$ cat config.mk
export PLATFORM = sky130hd
export DESIGN_NAME = contiguous_range_allocator
export DESIGN_NICKNAME = d
export VERILOG_FILES = /design/src/rtl/core/cra_pkg.sv /design/src/rtl/core/contiguous_range_allocator.sv
export SDC_FILE = /design/constraint.sdc
export NUM_CORES = 2
export LEC_CHECK = 0
export BUFFER_PORTS_ARGS = -buffer_cell sky130_fd_sc_hd__buf_4
export CORE_ASPECT_RATIO = 1.4
export CORE_MARGIN = 5
export CORE_UTILIZATION = 37
export DETAILED_ROUTE_END_ITERATION = 12
export PLACE_DENSITY = 0.57
export SLEW_MARGIN = 20
export SYNTH_ARGS = -nofsm -noshare
export SYNTH_HDL_FRONTEND = slang
export SYNTH_SLANG_ARGS = --single-unit
export TNS_END_PERCENT = 100
$ cat constraint.sdc
create_clock -name clk -period 8.5 [get_ports clk]
set_clock_uncertainty 0.05 [all_clocks]
set_input_delay 1.7 -clock clk [delete_from_list [all_inputs] [get_ports clk]]
set_output_delay 1.7 -clock clk [all_outputs]
set_load 0.005 [all_outputs]
$ cat src/rtl/core/cra_pkg.sv
package cra_pkg;

    localparam int START_W  = 8;
    localparam int LENGTH_W = 9;
    localparam int FILEID_W = 6;
    localparam int STATUS_W = 3;
    localparam int CFG_W    = 9;
    localparam int IN_DATA_W  = 24;
    localparam int OUT_DATA_W = 16;

    localparam logic [CFG_W-1:0] SLOTS_IN_USE_RESET = 9'd256;

    localparam logic KIND_ALLOC = 1'b0;
    localparam logic KIND_FREE  = 1'b1;

    localparam logic [STATUS_W-1:0] STATUS_OK         = 3'd0;
    localparam logic [STATUS_W-1:0] STATUS_OCCUPIED   = 3'd1;
    localparam logic [STATUS_W-1:0] STATUS_OUTSIDE    = 3'd2;
    localparam logic [STATUS_W-1:0] STATUS_NOT_PLACED = 3'd3;
    localparam logic [STATUS_W-1:0] STATUS_TABLE_FULL = 3'd4;

    typedef struct packed {
        logic                placed;
        logic [START_W-1:0]  start;
        logic [LENGTH_W-1:0] length;
    } file_entry_t;

endpackage

$ cat src/rtl/core/contiguous_range_allocator.sv
// Contiguous range allocator. Each word on s_ carries either an allocate request (start, length)
// or a free request (file id); every request gives exactly one result word on m_ with a status
// and the id handed out. A free slot owner map of SLOTS entries and a file table of MAX_FILES
// entries sit in single-port-write memories, and one slot is read or written per cycle, so the
// owner map port pair sets the rate. An allocate that passes the range and occupancy checks
// scans its range and then fills it; an allocate that meets an occupied slot stops at that slot;
// a free of a placed file reads its table entry and then scans its range, clearing the slots it
// owns. A range or table-full reject, or a free of an id not yet handed out, goes straight to the
// result, and a free of a file that is not placed stops after its table entry is read. A result
// still waiting in the output register holds the next request in its last state. s_tready is
// high only between requests. After reset the owner map is swept to zero, one slot at a time,
// during which no request is taken; cfg_we writes are taken at any time and must only be
// issued while no request is in flight.
module contiguous_range_allocator #(
    parameter int SLOTS     = 256,
    parameter int MAX_FILES = 64
) (
    input  logic                             clk,
    input  logic                             rst_n,
    input  logic                             cfg_we,
    input  logic [cra_pkg::CFG_W-1:0]        cfg_wdata,   // slots_in_use
    input  logic                             s_tvalid,
    output logic                             s_tready,
    input  logic [cra_pkg::IN_DATA_W-1:0]    s_tdata,     // start_req[7:0], length[16:8],
                                                          // file_id[22:17], zero pad
    input  logic                             s_tuser,     // kind
    output logic                             m_tvalid,
    input  logic                             m_tready,
    output logic [cra_pkg::OUT_DATA_W-1:0]   m_tdata      // status[2:0], assigned_id[8:3],
                                                          // zero pad
);

    localparam int ADDR_W    = $clog2(SLOTS);
    localparam int POS_W     = (ADDR_W > 10) ? ADDR_W : 10;
    localparam int SLOTS_CAP = (SLOTS < 511) ? SLOTS : 511;
    localparam int FID_W     = $clog2(MAX_FILES);
    localparam int NID_W     = $clog2(MAX_FILES + 1);
    localparam int CMP_W     = (NID_W > cra_pkg::FILEID_W) ? NID_W : cra_pkg::FILEID_W;

    typedef enum logic [2:0] {
        ST_CLEAR,
        ST_IDLE,
        ST_SCAN,
        ST_FILL,
        ST_FREE_RD,
        ST_FREE_CHK,
        ST_FREE_SCAN,
        ST_DONE
    } state_t;

    state_t                         state_reg, state_next;
    logic [POS_W-1:0]               pos_reg, pos_next;
    logic [POS_W-1:0]               end_reg, end_next;
    logic                           chk_vld_reg, chk_vld_next;
    logic [ADDR_W-1:0]              chk_pos_reg, chk_pos_next;
    logic [NID_W-1:0]               id_reg, id_next;
    logic [NID_W-1:0]               next_id_reg, next_id_next;
    logic [cra_pkg::START_W-1:0]    start_reg, start_next;
    logic [cra_pkg::LENGTH_W-1:0]   len_reg, len_next;
    logic [FID_W-1:0]               fid_reg, fid_next;
    logic [cra_pkg::STATUS_W-1:0]   status_reg, status_next;
    logic [cra_pkg::FILEID_W-1:0]   res_id_reg, res_id_next;
    logic                           m_tvalid_reg, m_tvalid_next;
    logic [cra_pkg::OUT_DATA_W-1:0] m_tdata_reg, m_tdata_next;
    logic [cra_pkg::CFG_W-1:0]      slots_in_use_reg;

    logic [NID_W-1:0]               owner_mem [SLOTS];
    cra_pkg::file_entry_t           file_mem [MAX_FILES];
    logic [NID_W-1:0]               own_rdata_reg;
    cra_pkg::file_entry_t           ft_rdata_reg;

    logic                           own_we;
    logic [ADDR_W-1:0]              own_waddr;
    logic [NID_W-1:0]               own_wdata;
    logic                           ft_we;
    logic [FID_W-1:0]               ft_waddr;
    cra_pkg::file_entry_t           ft_wdata;

    logic [cra_pkg::START_W-1:0]    in_start;
    logic [cra_pkg::LENGTH_W-1:0]   in_len;
    logic [cra_pkg::FILEID_W-1:0]   in_fid;
    logic [POS_W-1:0]               in_end;
    logic [POS_W-1:0]               limit;
    logic [CMP_W-1:0]               in_fid_ext;
    logic [NID_W-1:0]               alloc_tag;
    logic [NID_W-1:0]               free_tag;
    logic                           in_acc;

    assign in_start   = s_tdata[7:0];
    assign in_len     = s_tdata[16:8];
    assign in_fid     = s_tdata[22:17];
    assign in_end     = POS_W'(in_start) + POS_W'(in_len);
    assign limit      = (POS_W'(slots_in_use_reg) < POS_W'(SLOTS_CAP))
                        ? POS_W'(slots_in_use_reg) : POS_W'(SLOTS_CAP);
    assign in_fid_ext = CMP_W'(in_fid);
    assign alloc_tag  = id_reg + NID_W'(1);
    assign free_tag   = NID_W'(fid_reg) + NID_W'(1);
    assign in_acc     = s_tvalid && s_tready;

    assign s_tready = (state_reg == ST_IDLE);
    assign m_tvalid = m_tvalid_reg;
    assign m_tdata  = m_tdata_reg;

    always_comb
    begin
        state_next    = state_reg;
        pos_next      = pos_reg;
        end_next      = end_reg;
        chk_vld_next  = chk_vld_reg;
        chk_pos_next  = chk_pos_reg;
        id_next       = id_reg;
        next_id_next  = next_id_reg;
        start_next    = start_reg;
        len_next      = len_reg;
        fid_next      = fid_reg;
        status_next   = status_reg;
        res_id_next   = res_id_reg;
        m_tvalid_next = m_tvalid_reg && !m_tready;
        m_tdata_next  = m_tdata_reg;
        own_we        = 1'b0;
        own_waddr     = pos_reg[ADDR_W-1:0];
        own_wdata     = '0;
        ft_we         = 1'b0;
        ft_waddr      = id_reg[FID_W-1:0];
        ft_wdata      = '{placed: 1'b0, start: start_reg, length: len_reg};

        unique case (state_reg)
            ST_CLEAR:
            begin
                own_we = 1'b1;
                if (pos_reg[ADDR_W-1:0] == ADDR_W'(SLOTS - 1))
                begin
                    pos_next   = '0;
                    state_next = ST_IDLE;
                end
                else
                begin
                    pos_next = pos_reg + POS_W'(1);
                end
            end
            ST_IDLE:
            begin
                if (in_acc)
                begin
                    start_next   = in_start;
                    len_next     = in_len;
                    res_id_next  = '0;
                    chk_vld_next = 1'b0;
                    if (s_tuser == cra_pkg::KIND_ALLOC)
                    begin
                        if (next_id_reg == NID_W'(MAX_FILES))
                        begin
                            status_next = cra_pkg::STATUS_TABLE_FULL;
                            state_next  = ST_DONE;
                        end
                        else
                        begin
                            id_next      = next_id_reg;
                            next_id_next = next_id_reg + NID_W'(1);
                            res_id_next  = cra_pkg::FILEID_W'(next_id_reg);
                            pos_next     = POS_W'(in_start);
                            end_next     = in_end;
                            if (in_end > limit)
                            begin
                                ft_we       = 1'b1;
                                ft_waddr    = next_id_reg[FID_W-1:0];
                                ft_wdata    = '{placed: 1'b0, start: in_start, length: in_len};
                                status_next = cra_pkg::STATUS_OUTSIDE;
                                state_next  = ST_DONE;
                            end
                            else
                            begin
                                state_next = ST_SCAN;
                            end
                        end
                    end
                    else
                    begin
                        fid_next = in_fid_ext[FID_W-1:0];
                        if (in_fid_ext >= CMP_W'(next_id_reg))
                        begin
                            status_next = cra_pkg::STATUS_NOT_PLACED;
                            state_next  = ST_DONE;
                        end
                        else
                        begin
                            state_next = ST_FREE_RD;
                        end
                    end
                end
            end
            ST_SCAN:
            begin
                priority if (chk_vld_reg && own_rdata_reg != '0)
                begin
                    ft_we       = 1'b1;
                    status_next = cra_pkg::STATUS_OCCUPIED;
                    state_next  = ST_DONE;
                end
                else if (pos_reg < end_reg)
                begin
                    pos_next     = pos_reg + POS_W'(1);
                    chk_vld_next = 1'b1;
                end
                else
                begin
                    pos_next     = POS_W'(start_reg);
                    chk_vld_next = 1'b0;
                    state_next   = ST_FILL;
                end
            end
            ST_FILL:
            begin
                if (pos_reg < end_reg)
                begin
                    own_we    = 1'b1;
                    own_wdata = alloc_tag;
                    pos_next  = pos_reg + POS_W'(1);
                end
                else
                begin
                    ft_we          = 1'b1;
                    ft_wdata.placed = 1'b1;
                    status_next    = cra_pkg::STATUS_OK;
                    state_next     = ST_DONE;
                end
            end
            ST_FREE_RD:
            begin
                state_next = ST_FREE_CHK;
            end
            ST_FREE_CHK:
            begin
                pos_next     = POS_W'(ft_rdata_reg.start);
                end_next     = POS_W'(ft_rdata_reg.start) + POS_W'(ft_rdata_reg.length);
                chk_vld_next = 1'b0;
                if (ft_rdata_reg.placed)
                begin
                    state_next = ST_FREE_SCAN;
                end
                else
                begin
                    status_next = cra_pkg::STATUS_NOT_PLACED;
                    state_next  = ST_DONE;
                end
            end
            ST_FREE_SCAN:
            begin
                if (chk_vld_reg && own_rdata_reg == free_tag)
                begin
                    own_we    = 1'b1;
                    own_waddr = chk_pos_reg;
                end
                priority if (pos_reg < end_reg)
                begin
                    chk_pos_next = pos_reg[ADDR_W-1:0];
                    pos_next     = pos_reg + POS_W'(1);
                    chk_vld_next = 1'b1;
                end
                else if (chk_vld_reg)
                begin
                    chk_vld_next = 1'b0;
                end
                else
                begin
                    ft_we       = 1'b1;
                    ft_waddr    = fid_reg;
                    ft_wdata    = '0;
                    status_next = cra_pkg::STATUS_OK;
                    state_next  = ST_DONE;
                end
            end
            ST_DONE:
            begin
                if (!m_tvalid_reg || m_tready)
                begin
                    m_tvalid_next = 1'b1;
                    m_tdata_next  = {(cra_pkg::OUT_DATA_W - cra_pkg::FILEID_W
                                      - cra_pkg::STATUS_W)'(0), res_id_reg, status_reg};
                    state_next    = ST_IDLE;
                end
            end
            default:
            begin
                state_next = ST_IDLE;
            end
        endcase
    end

    always_ff @(posedge clk or negedge rst_n)
    begin
        if (!rst_n)
        begin
            state_reg        <= ST_CLEAR;
            pos_reg          <= '0;
            chk_vld_reg      <= 1'b0;
            next_id_reg      <= '0;
            m_tvalid_reg     <= 1'b0;
            m_tdata_reg      <= '0;
            slots_in_use_reg <= cra_pkg::SLOTS_IN_USE_RESET;
        end
        else
        begin
            state_reg    <= state_next;
            pos_reg      <= pos_next;
            chk_vld_reg  <= chk_vld_next;
            next_id_reg  <= next_id_next;
            m_tvalid_reg <= m_tvalid_next;
            m_tdata_reg  <= m_tdata_next;
            if (cfg_we)
            begin
                slots_in_use_reg <= cfg_wdata;
            end
        end
    end

    always_ff @(posedge clk)
    begin
        end_reg     <= end_next;
        chk_pos_reg <= chk_pos_next;
        id_reg      <= id_next;
        start_reg   <= start_next;
        len_reg     <= len_next;
        fid_reg     <= fid_next;
        status_reg  <= status_next;
        res_id_reg  <= res_id_next;
    end

    always_ff @(posedge clk)
    begin
        if (own_we)
        begin
            owner_mem[own_waddr] <= own_wdata;
        end
        own_rdata_reg <= owner_mem[pos_reg[ADDR_W-1:0]];
    end

    always_ff @(posedge clk)
    begin
        if (ft_we)
        begin
            file_mem[ft_waddr] <= ft_wdata;
        end
        ft_rdata_reg <= file_mem[fid_reg];
    end

endmodule

==> out/results.ini <==
[die]
fp.dieW_microns = 493
ioPinCount = 57
core_region_area_sq_mm = 0.326
rows = 248
start_util_pct = 37.1
die-area_sq_mm = 0.338
die-height_microns = 686

[flow_run]
drv_cap = 0

[clock_tree]
clock_latency_ns = 0.84
cts_tree = built
clkSinkCount = 3066
cts_setup_buffers = 0
cts-root-buf = clkbuf_16
ctsLongestPathBuffers = 4
numCtsBuffers = 286
cts.clk_slew.worst_paths_ns = 0.06
cts_max_level = 5
cts_hold_buf = 0
cts_resized = 0

[layout]
largest_reg_flops = 1792
drive_gt1_share_pct = 30.4
fill_cells = 27900
area_growth_pct = 13.4
nets = 5797

[sta]
finalSetupTns_ns = 0
tightest_slew_ns = 1.25
maxSlewViolCount = 0
finalCritPeriodShare_pct = 79.6
setup_viol = 0
rsz0062_at_grt = no
relSlewSlack_pct = 16.7
period_needed_ns = 6.77
worst_slack_ns = 1.73
final_hold_viol_count = 0
max_freq_ghz = 0.148

[synth]
yosysSeqAreaShare_pct = 75.9
syn_avg_cell_area_sq_um = 21.8
syn_area_sq_mm = 0.121
synthDistinctLibCells = 84
synth.most_common_cell = edfxtp_1
yosys_warnings = 0
ys_ff_latch = 3066
synth_top_area_share_pct = 74.6
synthFlopType = edfxtp_1
synth_top_area_cell = edfxtp_1
async_flop_share_pct = 1.30
synth_area_leaders = edfxtp_1 (75%), mux4_2 (16%), nor3_1 (1.3%)
synth_edf_count = 3001
postSynthCellCount = 5528
synth_common_cells = edfxtp_1 (3,001), mux4_2 (880), nor3_1 (302)

[worst_setup_path]
cp_slowest_cell = o21ai_0
r2r-end = owner_mem[117][2]$_DFFE_PP_
crit_buf_inv = 3
critPathCaptureType = flop
r2r_start = pos_reg[7]$_DFFE_PN0P_
cp.arrival_ns = 7.16
ff2ff_setup_slack_ns = 2.67
cp_max_fo = 18
r2r_cells = 10
timing.critical_path.mode_cell = o21ai_0
critPathRequiredTime_ns = 8.89
critPathKind = in -> reg
cp-start-kind = primary input
crit_family = compound AO/OA/AOI/OAI gates
cp_cell_sequence = buf_4 > ha_1 > inv_1 > fa_1 > nor2b_1 > o21ai_0 > a21boi_0 > o21ai_0 > a211oi_1 > xor2_1 > ha_1 > and3_1 > nand4_1 > o21ai_0 > o21ai_0 > o21ai_0 > a2bb2oi_1 > nand2_2 > nor3_2 > buf_4
crit_path_max_incr_delay_ns = 0.72

[hold_path]
hold_path_class = reg -> reg
min_from = status_reg[2]$_DFFE_PP_
min_to = m_tdata[2]$_DFFE_PN0P_
holdPathStages = 1

[pwr]
switching_share_pct = 29.4
ir_drop_mv = 0.325
switchingPower_mw = 11.9
intPower_mw = 28.4
combPwrFrac_pct = 23.3
clockPowerShare_pct = 31.1
powerDensity_mw_per_mm2 = 294
total_leakage_power_nw = 41.8
power_frac_seq_pct = 45.6

[drt]
vias = 57000
dr_wl_met2_microns = 153000
firstDrtPassIters = 6
vias_per_cell = 5.60
ant_nets = 0
drtIter0Drc = 4786
met3RoutedLength_microns = 16300
maxUsedRoutingLayer = met5
drc = 0
wl_met1_microns = 120000
wl_microns = 298000
detail_route.wl_per_cell_microns = 29.2

[global_routing]
grt_max_degree = 210
overflow = 0
grt_pass1_wl_microns = 431000
track_usage_pct = 17.3
grt_pass1_vias = 59500
antenna_found_initial = 13

[place]
place.detailed.hpwl_microns = 180000
place_congestion = 0.841
port_buffers = 48
post-place-ws_ns = 0.940

[status]
status = finished, final reports clean

[final cells by class]
type	count	area [sq um]	area share, %
clock inverters	134	1190	0.870
repair buffers	219	1860	1.35
clock buffers	370	7800	5.70
multi-input cells	2099	29000	21.2
inverters	38	148	0.108
well taps	4250	5320	3.88
diodes	2	5.00	0.00365
flip-flops and latches	3066	91600	66.9
[power by group through the flow]
stage	logic [mW]	registers (mW)	clock network (mW)
floorplan	6.04	18.7	0
global placement	9.25	18.7	0
detailed placement	9.43	18.7	0
CTS	9.44	18.4	12.8
global route	9.95	18.4	13.4
finish	9.38	18.4	12.5
[how the worst max path moves through the flow]
| stage | startpoint | to | depth (start not counted) |
|---|---|---|---|
| final | s_tdata[0] | file_mem[7][9]$_DFFE_PP_ | 20 |
| after global routing | s_tdata[0] | file_mem[7][9]$_DFFE_PP_ | 20 |
| after CTS | s_tdata[0] | file_mem[7][9]$_DFFE_PP_ | 20 |
| after detailed placement | s_tdata[0] | file_mem[7][17]$_DFFE_PP_ | 20 |
| after global placement | s_tdata[0] | file_mem[7][1]$_DFFE_PP_ | 20 |
| after floorplan | pos_reg[4]$_DFFE_PN0P_ | owner_mem[0][6]$_DFFE_PP_ | 7 |
[worst reg2reg max path, stage by stage (launching register included)]
cell and delay, ns:
dfrtp_1 0.70, ha_1 0.53, o211ai_1 0.17, o21bai_1 0.28, a21o_1 0.31, a31oi_1 0.57, nor2_1 0.17, a2bb2oi_4 0.91
buf_4 0.73, buf_4 0.65, nor3_1 0.39
[layout by cell type (no fill, tap or decap), drive strengths merged, types with 12 or more instances in the layout]
cell    Yosys  final
a211oi     14     14
a21o       12     12
a21oi      50     50
a221oi     12     12
a22oi      43     43
buf       162    219
bufinv      0     19
clkbuf    169    370
clkinv      4     99
dfrtp      39     39
dfxtp      25     25
edfxtp   3001   3001
ha         46     46
inv        34     44
mux2       22     22
mux2i     101    101
mux4      880    880
nand2     132    132
nand2b     19     19
nand3      35     35
nor2      119    119
nor2b      25     25
nor3      304    304
o211ai     14     14
o21ai      77     77
o22ai      34     34
xnor2      22     22
[layer usage]
metal  vias to the layer above  GRT usage [%]
met5                         -              0
li1                      23800              -
met3                       379           2.37
met2                      1820           29.8
met4                         6           5.01
met1                     31000           23.1
[cells by family (layout without fill, tap and decap cells)]
logic type                 after synthesis  in the layout  share of synthesized area [%]
buffers and inverters                  369            761                           1.38
muxes                                 1003           1003                           17.5
other                                    1              9                        0.00310
DFF                                   3066           3066                           75.9
and+or+nand+nor                        690            690                           2.76
adders and majority gates               49             49                          0.518
AOI/OAI and AO/OA                      317            317                           1.79
xor gates and xnor gates                33             33                          0.239
[metrics by stage]
stage / power (mW) / instances / util [%] / hold WS, ns / area (sq um)
2_1_floorplan: 24.7 / 5534 / - / 0.373 / 121000
3_3_place_gp: 28.0 / 9672 / 39.0 / 0.418 / 127000
3_5_place_dp: 28.1 / 9672 / 39.1 / 0.428 / 127000
4_1_cts: 40.6 / 10200 / 41.9 / 0.446 / 136000
5_1_grt: 41.8 / 10200 / 42.1 / 0.455 / 137000
6_report: 40.3 / 10200 / 42.1 / 0.436 / 137000
(Power assumes the default switching activity.)
